==> config.mk <==
export PLATFORM = sky130hd
export DESIGN_NAME = crc32_running_with_zero_skip_unit_flat
export DESIGN_NICKNAME = d
export VERILOG_FILES = /design/src/crc32zs_pkg.sv /design/src/crc32zs_cmd_if.sv /design/src/crc32zs_res_if.sv /design/src/crc32_running_with_zero_skip_unit.sv /design/src/flat_wrapper.sv
export SDC_FILE = /design/constraint.sdc
export NUM_CORES = 1
export LEC_CHECK = 0
export ABC_AREA = 0
export BUFFER_PORTS_ARGS = -buffer_cell sky130_fd_sc_hd__buf_2
export CAP_MARGIN = 0
export CORE_MARGIN = 5
export CORE_UTILIZATION = 54
export CTS_CLUSTER_DIAMETER = 80
export DETAILED_ROUTE_END_ITERATION = 10
export PLACE_DENSITY_LB_ADDON = 0.25
export SLEW_MARGIN = 15
export SYNTH_ARGS = -nofsm -noshare
export SYNTH_HDL_FRONTEND = slang
export SYNTH_SLANG_ARGS = --single-unit
==> constraint.sdc <==
create_clock -name clk -period 9.1 [get_ports clk]
set_input_delay 0.91 -clock clk [delete_from_list [all_inputs] [get_ports clk]]
set_output_delay 0.91 -clock clk [all_outputs]
set_load 0.05 [all_outputs]
==> src/crc32zs_pkg.sv <==
// Package: constants, opcodes and CRC helper functions for the running CRC-32 unit.
`timescale 1ns / 1ps
`default_nettype none

package crc32zs_pkg;

  // Reflected CRC-32 polynomial.
  localparam logic [31:0] CRC_POLY = 32'hEDB8_8320;

  // Width of the zero-run length field and default number of bits used from it.
  localparam int ZERO_FIELD_W       = 48;
  localparam int COUNT_BITS_DEFAULT = 48;
  localparam int ZOP_IDX_W          = $clog2(ZERO_FIELD_W);

  // One operator multiplication takes one step per bit of the operator word.
  localparam int MUL_STEPS  = 32;
  localparam int MUL_STEP_W = $clog2(MUL_STEPS);

  // Opcodes of an input item.
  localparam logic [1:0] OP_LOAD     = 2'd0;
  localparam logic [1:0] OP_BYTE     = 2'd1;
  localparam logic [1:0] OP_ZERO_RUN = 2'd2;

  typedef logic [31:0] zop_tab_t [ZERO_FIELD_W];

  // One reflected shift of the register with a zero input bit (multiply by x).
  function automatic logic [31:0] bit_step(logic [31:0] r);
    return (r >> 1) ^ (r[0] ? CRC_POLY : 32'h0);
  endfunction

  // Absorb one data byte; equivalent to the usual 256-entry table rule.
  function automatic logic [31:0] byte_step(logic [31:0] crc, logic [7:0] data);
    logic [31:0] r;
    r = {24'h0, crc[7:0] ^ data};
    for (int i = 0; i < 8; i++) begin
      r = bit_step(r);
    end
    return r ^ (crc >> 8);
  endfunction

  // Product of two reflected polynomials modulo the CRC polynomial.
  // Only evaluated at elaboration to build the operator table.
  function automatic logic [31:0] mul_mod(logic [31:0] a, logic [31:0] b);
    logic [31:0] p;
    logic [31:0] bb;
    p  = 32'h0;
    bb = b;
    for (int i = 0; i < 32; i++) begin
      if (a[31-i]) begin
        p = p ^ bb;
      end
      bb = bit_step(bb);
    end
    return p;
  endfunction

  // Entry k is x^(8*2^k) mod P: the operator that absorbs 2^k zero bytes.
  function automatic zop_tab_t build_zero_ops();
    zop_tab_t    t;
    logic [31:0] x;
    x = 32'h4000_0000;
    x = mul_mod(x, x);
    x = mul_mod(x, x);
    for (int k = 0; k < ZERO_FIELD_W; k++) begin
      x    = mul_mod(x, x);
      t[k] = x;
    end
    return t;
  endfunction

  localparam zop_tab_t ZERO_OP = build_zero_ops();

endpackage

`default_nettype wire

==> src/crc32zs_cmd_if.sv <==
// Interface: command channel carrying one input item of the running CRC unit.
`timescale 1ns / 1ps
`default_nettype none

interface crc32zs_cmd_if;
  logic                                  valid;
  logic                                  ready;
  logic [1:0]                            opcode;
  logic [31:0]                           start_value;
  logic [7:0]                            data_byte;
  logic [crc32zs_pkg::ZERO_FIELD_W-1:0]  zero_count;

  modport source (output valid, opcode, start_value, data_byte, zero_count, input ready);
  modport sink   (input valid, opcode, start_value, data_byte, zero_count, output ready);
endinterface

`default_nettype wire

==> src/crc32zs_res_if.sv <==
// Interface: result channel carrying the CRC register after each item.
`timescale 1ns / 1ps
`default_nettype none

interface crc32zs_res_if;
  logic        valid;
  logic        ready;
  logic [31:0] crc_value;

  modport source (output valid, crc_value, input ready);
  modport sink   (input valid, crc_value, output ready);
endinterface

`default_nettype wire

==> src/crc32_running_with_zero_skip_unit.sv <==
// Top level: running reflected CRC-32 register with load, byte and zero-run commands.
//
//   Channel | Direction | Payload                                         | Handshake
//   cmd     | in        | opcode, start_value, data_byte, zero_count      | valid/ready
//   result  | out       | crc_value                                       | valid/ready
//
// Load, byte and undefined opcodes leave their result in the cycle after acceptance;
// an item may enter every cycle while the result side keeps taking items.
// A zero run is worked off between acceptance and result by the sequencer, which
// scans one count bit a cycle from the lowest up and ends after the highest set bit;
// for each set bit the scan waits for 32 passes of the shared bit-serial GF(2) multiplier.
// cmd.ready is low for the whole run.
// Synchronous reset sets the register to all ones and empties the result stage.
// A result waits in the output stage until taken; the CRC register doubles as it.
`timescale 1ns / 1ps
`default_nettype none

module crc32_running_with_zero_skip_unit #(
  parameter int COUNT_BITS = crc32zs_pkg::COUNT_BITS_DEFAULT
) (
  input  wire logic           clk,
  input  wire logic           rst,
  crc32zs_cmd_if.sink         cmd,
  crc32zs_res_if.source       result
);

  // Count bits that take part; higher bits of the field are ignored.
  localparam int USED_W = (COUNT_BITS < crc32zs_pkg::ZERO_FIELD_W) ?
                          COUNT_BITS : crc32zs_pkg::ZERO_FIELD_W;
  localparam logic [crc32zs_pkg::MUL_STEP_W-1:0] STEP_LAST =
    crc32zs_pkg::MUL_STEP_W'(crc32zs_pkg::MUL_STEPS - 1);

  typedef enum logic [2:0] {
    ST_IDLE = 3'b001,
    ST_SCAN = 3'b010,
    ST_MUL  = 3'b100
  } state_t;

  state_t                                 state;
  logic                                   out_valid;
  logic                                   out_valid_next;
  logic                                   res_done;
  logic [31:0]                            crc;
  logic [USED_W-1:0]                      run_left;
  logic [crc32zs_pkg::ZOP_IDX_W-1:0]      bit_idx;
  logic [31:0]                            op_a;
  logic [31:0]                            mul_b;
  logic [31:0]                            acc;
  logic [31:0]                            acc_next;
  logic [crc32zs_pkg::MUL_STEP_W-1:0]     step;
  logic                                   cmd_acc;

  // Handshakes: a new item enters only when idle and the result stage is free.
  assign cmd.ready        = (state == ST_IDLE) && (!out_valid || result.ready);
  assign cmd_acc          = cmd.valid && cmd.ready;
  assign result.valid     = out_valid;
  assign result.crc_value = crc;

  // A result appears after a load, byte or undefined command or when a zero run finishes.
  assign res_done       = (cmd_acc && (cmd.opcode != crc32zs_pkg::OP_ZERO_RUN)) ||
                          ((state == ST_SCAN) && (run_left == '0));
  assign out_valid_next = res_done ? 1'b1 :
                          ((result.valid && result.ready) ? 1'b0 : out_valid);

  // Shared multiplier step: add the shifted register when the operator bit is set.
  assign acc_next = op_a[31] ? (acc ^ mul_b) : acc;

  // Sequencer and datapath registers.
  always_ff @(posedge clk) begin
    if (rst) begin
      state     <= ST_IDLE;
      out_valid <= 1'b0;
      crc       <= '1;
    end else begin
      out_valid <= out_valid_next;
      unique case (state)
        ST_IDLE: begin
          if (cmd_acc) begin
            unique case (cmd.opcode)
              crc32zs_pkg::OP_LOAD: begin
                crc <= cmd.start_value;
              end
              crc32zs_pkg::OP_BYTE: begin
                crc <= crc32zs_pkg::byte_step(crc, cmd.data_byte);
              end
              crc32zs_pkg::OP_ZERO_RUN: begin
                run_left <= cmd.zero_count[USED_W-1:0];
                bit_idx  <= '0;
                state    <= ST_SCAN;
              end
              default: begin
                // Undefined opcode: report the register unchanged.
              end
            endcase
          end
        end
        ST_SCAN: begin
          if (run_left == '0) begin
            state <= ST_IDLE;
          end else if (run_left[0]) begin
            op_a  <= crc32zs_pkg::ZERO_OP[bit_idx];
            mul_b <= crc;
            acc   <= '0;
            step  <= '0;
            state <= ST_MUL;
          end else begin
            run_left <= run_left >> 1;
            bit_idx  <= bit_idx + 1'b1;
          end
        end
        ST_MUL: begin
          acc   <= acc_next;
          op_a  <= op_a << 1;
          mul_b <= crc32zs_pkg::bit_step(mul_b);
          step  <= step + 1'b1;
          if (step == STEP_LAST) begin
            crc      <= acc_next;
            run_left <= run_left >> 1;
            bit_idx  <= bit_idx + 1'b1;
            state    <= ST_SCAN;
          end
        end
        default: begin
          state <= ST_IDLE;
        end
      endcase
    end
  end

`ifndef ASSERT_OFF
  // No item may enter while a zero run is in progress.
  a_busy_not_ready: assert property (@(posedge clk) disable iff (rst)
    (state != ST_IDLE) |-> !cmd.ready)
    else $error("command accepted while a zero run is in progress");

  // A load, byte or undefined command leaves a result in the output stage.
  a_short_op_result: assert property (@(posedge clk) disable iff (rst)
    (cmd_acc && (cmd.opcode != crc32zs_pkg::OP_ZERO_RUN)) |=> out_valid)
    else $error("single-cycle command produced no result");

  // The multiplier hands back to the scanner after exactly its last step.
  a_mul_done: assert property (@(posedge clk) disable iff (rst)
    ((state == ST_MUL) && (step == STEP_LAST)) |=> (state == ST_SCAN))
    else $error("multiplier did not return to the scanner");

  // An exhausted count finishes the run with a result.
  a_run_result: assert property (@(posedge clk) disable iff (rst)
    ((state == ST_SCAN) && (run_left == '0)) |=> (out_valid && (state == ST_IDLE)))
    else $error("zero run ended without a result");

  // No result is shown while the register is being multiplied.
  a_no_result_mid_run: assert property (@(posedge clk) disable iff (rst)
    (state == ST_MUL) |-> !out_valid)
    else $error("result shown during a zero run");
`endif

endmodule

`default_nettype wire

==> src/flat_wrapper.sv <==
// flat-port wrapper written by rule: the top's interface ports become plain ports
module crc32_running_with_zero_skip_unit_flat 
#(
  parameter int COUNT_BITS = crc32zs_pkg::COUNT_BITS_DEFAULT
)
  (clk, rst, cmd_valid, cmd_opcode, cmd_start_value, cmd_data_byte, cmd_zero_count, cmd_ready, result_valid, result_crc_value, result_ready);
  crc32zs_cmd_if cmd_i ();
  crc32zs_res_if result_i ();
  input  wire logic clk;
  input  wire logic rst;
  input wire logic [$bits(cmd_i.valid)-1:0] cmd_valid;
  input wire logic [$bits(cmd_i.opcode)-1:0] cmd_opcode;
  input wire logic [$bits(cmd_i.start_value)-1:0] cmd_start_value;
  input wire logic [$bits(cmd_i.data_byte)-1:0] cmd_data_byte;
  input wire logic [$bits(cmd_i.zero_count)-1:0] cmd_zero_count;
  output wire logic [$bits(cmd_i.ready)-1:0] cmd_ready;
  output wire logic [$bits(result_i.valid)-1:0] result_valid;
  output wire logic [$bits(result_i.crc_value)-1:0] result_crc_value;
  input wire logic [$bits(result_i.ready)-1:0] result_ready;
  assign cmd_i.valid = cmd_valid;
  assign cmd_i.opcode = cmd_opcode;
  assign cmd_i.start_value = cmd_start_value;
  assign cmd_i.data_byte = cmd_data_byte;
  assign cmd_i.zero_count = cmd_zero_count;
  assign cmd_ready = cmd_i.ready;
  assign result_valid = result_i.valid;
  assign result_crc_value = result_i.crc_value;
  assign result_i.ready = result_ready;
  crc32_running_with_zero_skip_unit #(.COUNT_BITS(COUNT_BITS)) u_core (.clk(clk), .rst(rst), .cmd(cmd_i), .result(result_i));
endmodule
==> results of run 1 <==
==> metrics by stage <==
stage | util (%) | power (uW)
2_1_floorplan | - | 1278
3_3_place_gp | 58.44 | 1376
3_5_place_dp | 58.44 | 1379
4_1_cts | 61.54 | 2147
5_1_grt | 61.54 | 2207
6_report | 61.54 | 2138
==> worst paths after layout <==
kind / start / end / slack [ns] / cells after the start
max: u_core.step[0] / u_core.run_left[12] / 6.00 / 7
min: u_core.op_a[4] / u_core.op_a[5] / 0.51 / 2
max reg2reg: u_core.step[0] / u_core.run_left[12] / 6.00 / 7
min reg2reg: u_core.op_a[4] / u_core.op_a[5] / 0.51 / 2
==> placed cells by master (no fill, tap or decap), types with 10 or more instances in the layout <==
master / n
nand2_1: 166
edfxtp_1: 155
buf_2: 127
nor2_1: 119
a21oi_1: 77
xor2_1: 56
o21ai_0: 49
a22o_1: 46
xnor2_1: 43
dfxtp_1: 36
nor3_1: 23
o211ai_1: 20
clkbuf_16: 17
ha_1: 16
nand3_1: 15
nand2b_1: 15
nor4_1: 15
buf_4: 15
a211oi_1: 12
inv_1: 10
a31oi_1: 10
==> where the power goes <==
part / internal [uW] / switching, uW / leakage [uW]
Combinational: 157 / 218 / 0.00271
Clock: 381 / 394 / 0.000297
Sequential: 960 / 26.9 / 0.00170
Total: 1500 / 640 / 0.00472
==> logic make-up (layout without fill, tap and decap cells) <==
| family | Yosys count | count (layout) | synth area share [%] |
|---|---|---|---|
| xor+xnor | 117 | 117 | 11.71 |
| compound gates | 287 | 287 | 17.74 |
| flops | 191 | 191 | 49.09 |
| fa+ha+maj | 17 | 17 | 1.920 |
| mux | 9 | 9 | 0.8228 |
| simple gates | 388 | 388 | 15.30 |
| buf+inv | 94 | 185 | 3.417 |
==> routing by layer <==
metal	routed length [um]	track usage, %
met4	637	6.978
met1	11880	32.45
met3	1891	4.800
met2	13060	35.88
met5	0	0
==> flip-flops by register name, indices dropped and copies added, names as in the netlist <==
signal and cells:
u_core.bit_idx 6, u_core.run_left 48, u_core.result.crc_value 32, u_core.acc 32, u_core.op_a 32, u_core.step 5, u_core.state 3, u_core.mul_b 32
u_core.result.valid 1
==> cell type report <==
cell class                      instances  area, um^2
Multi-Input combinational cell        818        5246
Tap cell                              270       337.8
Clock buffer                           17       425.4
Clock inverter                         15       197.7
Inverter                               11       41.29
Sequential cell                       191        5375
Fill cell                            1728        7732
Timing Repair Buffer                  142       748.2
==> tightest hold or removal path, delay by kind of cell, from the launching register on <==
kind | cells | cell delay (ns)
AND/OR/NAND/NOR | 1 | 0.04
AO/OA/AOI/OAI | 1 | 0.06
flip-flops | 1 | 0.32
==> impl_metrics.toml, run 1 <==
[global_routing]
grt_start_max_net_pins = 102
antenna_found_initial = 0
grt_pass1_wl_um = 43570
grt_use_total_pct = 22.96
grt_pass1_vias = 8124
grt_overflow = 0

[critical_path]
required_ns = 9.18
crit_fanout = 53
critical_path_arrival_ns = 3.18
crit_path_frequent_cell = "ha_1"
crit_buf_inv = 1
path_cells = "ha_1 -> and3_1 -> ha_1 -> nor4bb_1 -> o21bai_1 -> nor2_4 -> buf_4"
crit_slowest_cell = "nor4bb_1"
criticalPathCategory = "reg2reg"
critical_path.top_delay_family = "simple AND/OR/NAND/NOR gates"
slowest_delay_ns = 0.79
cp-end-kind = "flip-flop"
critPathLaunchType = "flip-flop"

[clock_network]
cts_resized = 0
hold_buffers = 0
tritoncts = "done"
htree_levels = 4
clock_sinks = 191
post_cts_buffers = 0
clk_path_buf_depth = 2
clk-insertion-delay-late_ns = 0.45
clockRootBuffer = "clkbuf_16"
cts-buffers-inserted = 17
path_clk_slew_ns = 0.08

[sta]
hold_viol = 0
fin_crit_ns = 3.095
worst_pin_slew_ns = 1.132
whs_ns = 0.5140
finalSetupTns_ns = 0
drv_slew = 0
rsz0062_at_grt = "no"
relSlewSlack_pct = 24.52
fin_crit_sh_pct = 34.01
max_freq_mhz = 323.1
fin_worst_skew_ns = 0.02180
finalSetupViolCount = 0
fin_ws_ns = 6.005

[floorplan]
die_height_um = 152.4
die_area_um2 = 23220
boundaryPins = 128
rows = 52
core_um2 = 20100
die_x_um = 152.4
start_util_pct = 54.46

[detailed_routing]
first_pass_iters = 5
drc = 0
wl_per_cell_um = 18.77
ant_nets = 0
routed_wl_um = 27480
drt_iter0_markers = 943
num_vias = 8611
viasPerCell = 5.882

[yosys]
yosys_warnings = 0
ys_types = 63
synth_enable_flop_cells = 155
ys_ff_latch = 191
post-synth-top-count-cell = "nand2_1"
yosys-top-cells-area = "edfxtp_1 (43%), dfxtp_1 (6.6%), nand2_1 (5.7%)"
syn_area_per_cell_um2 = 9.927
syn-cell-area_um2 = 10950
netlist.area_leader.share_pct = 42.51
synth_cells = 1103
yosysTopAreaCell = "edfxtp_1"
yosys_most_used_dff = "edfxtp_1"
synth_nets = 1213
synth_common_cells = "nand2_1 (167), edfxtp_1 (155), nor2_1 (120)"
yosysSeqAreaShare_pct = 49.09
synthArstFlopShare_pct = 0

[power]
p_per_area_nw_per_um2 = 172.8
ir_drop_mv = 0.1457
p_leak_uw = 0.004715

[finish]
finalNetCount = 1291
antennaDiodeCount = 0
drive_gt1_share_pct = 16.75
area_delta_synth_final_pct = 12.99
fin_cells = 1464
final_area_um2 = 12370

[place]
dp_cells = 1432
placed_area_um2 = 11750
place_hpwl_um = 18640
portBuffers = 127
pre_cts_ws_ns = 5.977
place_congestion = 0.8913

[min_path]
hp-class = "reg2reg"

[flow_run]
cap_violations = 0

[run_status]
status = "finished clean"
Note: power is estimated with default switching activity, not from simulation.
==> run 2, diff against run 1 <==
Settings changed: CORE_UTILIZATION 54 to 59.
Clock period 9.1 ns to 3.2 ns, I/O delays scaled along.
==> impl_metrics.toml, run 2 (same netlist as run 1, synthesis figures left out) <==
[run_status]
status = "finished clean"

[critical_path]
required_ns = 3.53
critical_path.top_delay_family = "compound AO/OA/AOI/OAI gates"
path_cells = "ha_1 -> and3_1 -> ha_1 -> nor4bb_1 -> buf_4 -> a31oi_4 -> buf_4 -> a21oi_1 -> a221o_1"
crit_fanout = 17
slowest_delay_ns = 0.49
criticalPathCategory = "reg2reg"
critPathLaunchType = "flip-flop"
crit_slowest_cell = "a31oi_4"
critical_path_arrival_ns = 3.02
crit_buf_inv = 2
cp-end-kind = "flip-flop"

[sta]
fin_worst_skew_ns = 0.01149
finalSetupViolCount = 0
fin_crit_sh_pct = 84.18
drv_slew = 0
max_freq_mhz = 371.2
whs_ns = 0.1564
relSlewSlack_pct = 38.90
rsz0062_at_grt = "no"
worst_pin_slew_ns = 0.9166
hold_viol = 0
fin_crit_ns = 2.694

[place]
place_hpwl_um = 18790
dp_cells = 1402
place_congestion = 0.9238
portBuffers = 127
placed_area_um2 = 11840

[finish]
final_common_cell = "nand2_1"
largest_reg_flops = 48
fin_util_pct = 68.50
largest_register = "u_core.run_left"
fin_cells = 1434
area_delta_synth_final_pct = 13.53
final_cell_mix = "nand2_1 (166), edfxtp_1 (155), buf_2 (127)"
drive_gt1_share_pct = 17.43
finalNetCount = 1302
final_area_um2 = 12430
antennaDiodeCount = 0

[clock_network]
clockRootBuffer = "clkbuf_16"
hold_buffers = 0
cts-buffers-inserted = 17
tritoncts = "done"
htree_levels = 4
clk_path_buf_depth = 2
clock_sinks = 191
path_clk_slew_ns = 0.08
post_cts_buffers = 0
cts_resized = 0
clk-insertion-delay-late_ns = 0.44

[floorplan]
die_height_um = 146.2
die_x_um = 146.2
rows = 49
die_area_um2 = 21380
start_util_pct = 60.34
core_um2 = 18150
boundaryPins = 128

[power]
seqPwrFrac_pct = 46.9
switchingPower_uw = 1752
power.internal_uw = 4236
clockPowerShare_pct = 35.2
p_per_area_nw_per_um2 = 481.7
combPwrFrac_pct = 17.9
ir_drop_mv = 0.3764
power.total_uw = 5988
swShare_pct = 29.26
p_leak_uw = 0.004767

[global_routing]
grt_overflow = 0
grt_start_max_net_pins = 76
grt_pass1_vias = 8388
grt_use_total_pct = 25.54
grt_pass1_wl_um = 44550
antenna_found_initial = 0

[detailed_routing]
drc = 0
ant_nets = 0
drt_iter0_markers = 903
wl_per_cell_um = 19.24
first_pass_iters = 6
viasPerCell = 6.101
num_vias = 8749
routed_wl_um = 27590

[min_path]
hp-class = "in2reg"

[flow_run]
cap_violations = 0
[run 2: final cells by class]
class	count	area [um^2]
Fill cell	1381	5717
Sequential cell	191	5375
Multi-Input combinational cell	818	5253
Timing Repair Buffer	153	880.8
Clock buffer	17	425.4
Tap cell	229	286.5
Clock inverter	15	168.9
Inverter	11	41.29
[run 2: power by group through the flow]
| stage | clock network (uW) | logic (uW) | registers, uW |
|---|---|---|---|
| 5_1_grt | 2240 | 1160 | 2810 |
| 3_3_place_gp | 0 | 1050 | 2860 |
| 4_1_cts | 2120 | 1070 | 2810 |
| 3_5_place_dp | 0 | 1070 | 2860 |
| 6_report | 2110 | 1070 | 2810 |
| 2_1_floorplan | 0 | 683 | 2950 |
[run 2: layer usage]
metal / share of wire [%] / global-route usage (%)
met1: 42 / 35.25
met2: 49 / 41.24
met3: 6.9 / 4.741
met4: 2.0 / 8.043
met5: 0 / 0
[run 2: per-stage QoR]
stage | setup WS, ns | TNS [ns]
after floorplan | -0.5989 | -60.49
after global placement | 0.6320 | 0
after detailed placement | 0.5359 | 0
after CTS | 0.5093 | 0
after global routing | 0.3802 | 0
final | 0.5062 | 0
[run 2: path summary, 6_finish.rpt]
kind	cells after the start	start	slack [ns]	endpoint
min	2	cmd_zero_count[47]	0.16	u_core.run_left[47]
max	9	u_core.step[0]	0.51	u_core.result.crc_value[2]
max reg2reg	9	u_core.step[0]	0.51	u_core.result.crc_value[2]
min reg2reg	1	u_core.op_a[13]	0.52	u_core.op_a[14]
==> run 3, diff against run 2 <==
Clock period 3.2 ns to 2.5 ns, I/O delays scaled along.
==> impl_metrics.toml, run 3 (same netlist as run 1, synthesis figures left out) <==
[run_status]
status = "finished clean"

[floorplan]
rows = 49
boundaryPins = 128
die_area_um2 = 21380
start_util_pct = 60.34
die_height_um = 146.2
die_x_um = 146.2
core_um2 = 18150

[clock_network]
clockRootBuffer = "clkbuf_16"
post_cts_buffers = 0
tritoncts = "done"
clk-insertion-delay-late_ns = 0.44
cts-buffers-inserted = 17
path_clk_slew_ns = 0.08
htree_levels = 4
clk_path_buf_depth = 2
clock_sinks = 191

[sta]
rsz0062_at_grt = "no"
fin_crit_ns = 2.359
relSlewSlack_pct = 59.39
fin_crit_sh_pct = 94.35
max_freq_mhz = 424.0
hold_viol = 0
fin_worst_skew_ns = 0.009437
finalSetupViolCount = 0
worst_pin_slew_ns = 0.6069
drv_slew = 0

[finish]
final_cell_mix = "nand2_1 (166), edfxtp_1 (155), buf_2 (127)"
final_area_um2 = 12570
finalNetCount = 1311
antennaDiodeCount = 0
final_common_cell = "nand2_1"
drive_gt1_share_pct = 18.45
largest_reg_flops = 48
fin_util_pct = 69.26
largest_register = "u_core.run_left"
area_delta_synth_final_pct = 14.79
fillers = 1398

[place]
place_congestion = 0.9437
placed_area_um2 = 11930
portBuffers = 127
place_hpwl_um = 19280

[critical_path]
crit_fanout = 44
required_ns = 2.83
critPathLaunchType = "flip-flop"
r2r-start = "u_core.step[0]"
criticalPathCategory = "reg2reg"
r2r_setup_slack_ns = 0.14
critical_path_arrival_ns = 2.68
cp-end-kind = "flip-flop"
cp-startpoint = "u_core.step[0]"

[detailed_routing]
num_vias = 8852
drc = 0
viasPerCell = 6.134
wl_met1_um = 11600
top_layer = "met5"
ant_nets = 0
routed_wl_um = 28130
route.met2.wl_um = 13820
wl_per_cell_um = 19.49
drt_iter0_markers = 834
routed-wl-met3_um = 2065
first_pass_iters = 5

[global_routing]
antenna_found_initial = 1
grt_start_max_net_pins = 102
grt_use_total_pct = 26.14
grt_pass1_vias = 8655
grt_pass1_wl_um = 45310
grt_overflow = 0

[power]
power.total_uw = 7747
p_leak_uw = 0.004837
ir_drop_mv = 0.4728
p_per_area_nw_per_um2 = 616.4

[flow_run]
cap_violations = 0

[min_path]
hp-start = "cmd_zero_count[47]"
hp-class = "in2reg"
## run 3: metrics by stage
stage               cells  hold slack (ns)  TNS [ns]  setup slack, ns
floorplan            1103           0.4090   -144.51           -1.299
global placement     1411           0.5006         0           0.2272
detailed placement   1411           0.4996         0           0.1383
CTS                  1443          0.07721         0          0.07002
global route         1443          0.08125         0         0.005024
finish               1443          0.08302         0           0.1413
## run 3: repair_timing
action	4_1_cts	5_1_grt
hold buffers	0	0
setup endpoints to repair	0	59
gates resized for setup	0	6
## run 3: worst max-delay path: stages, from the launching register on
cell,delay (ns)
edfxtp_1,0.43
ha_1,0.26
and3_1,0.19
ha_1,0.21
nor4bb_4,0.16
buf_4,0.16
a31oi_4,0.16
buf_12,0.24
a21oi_1,0.06
a221o_2,0.35
## run 3: report_power, final
group	total (uW)	internal (uW)	switching [uW]
clock network	2760	1360	1400
registers	3590	3490	97.0
logic	1400	594	804
total	7750	5450	2300
## run 3: final timing paths
kind,end,cells after the start
max,u_core.result.crc_value[3],9
min,u_core.run_left[47],2
max reg2reg,u_core.result.crc_value[3],9
min reg2reg,u_core.op_a[14],1
## run 3: cell type report
cell class	instances	area [um^2]	share of cell area, %
inverter	11	41.29	0.3285
sequential	191	5375	42.77
clock inverter	15	181.4	1.444
tap	229	286.5	2.280
multi-input combinational	818	5285	42.05
timing repair buffer	162	973.4	7.745
clock buffer	17	425.4	3.385
## run 3: metal layers
layer  vias up  track usage [%]
met5         -                0
li1       4205                -
met3        51            4.710
met4         2            7.855
met1      4172            35.39
met2       422            43.32
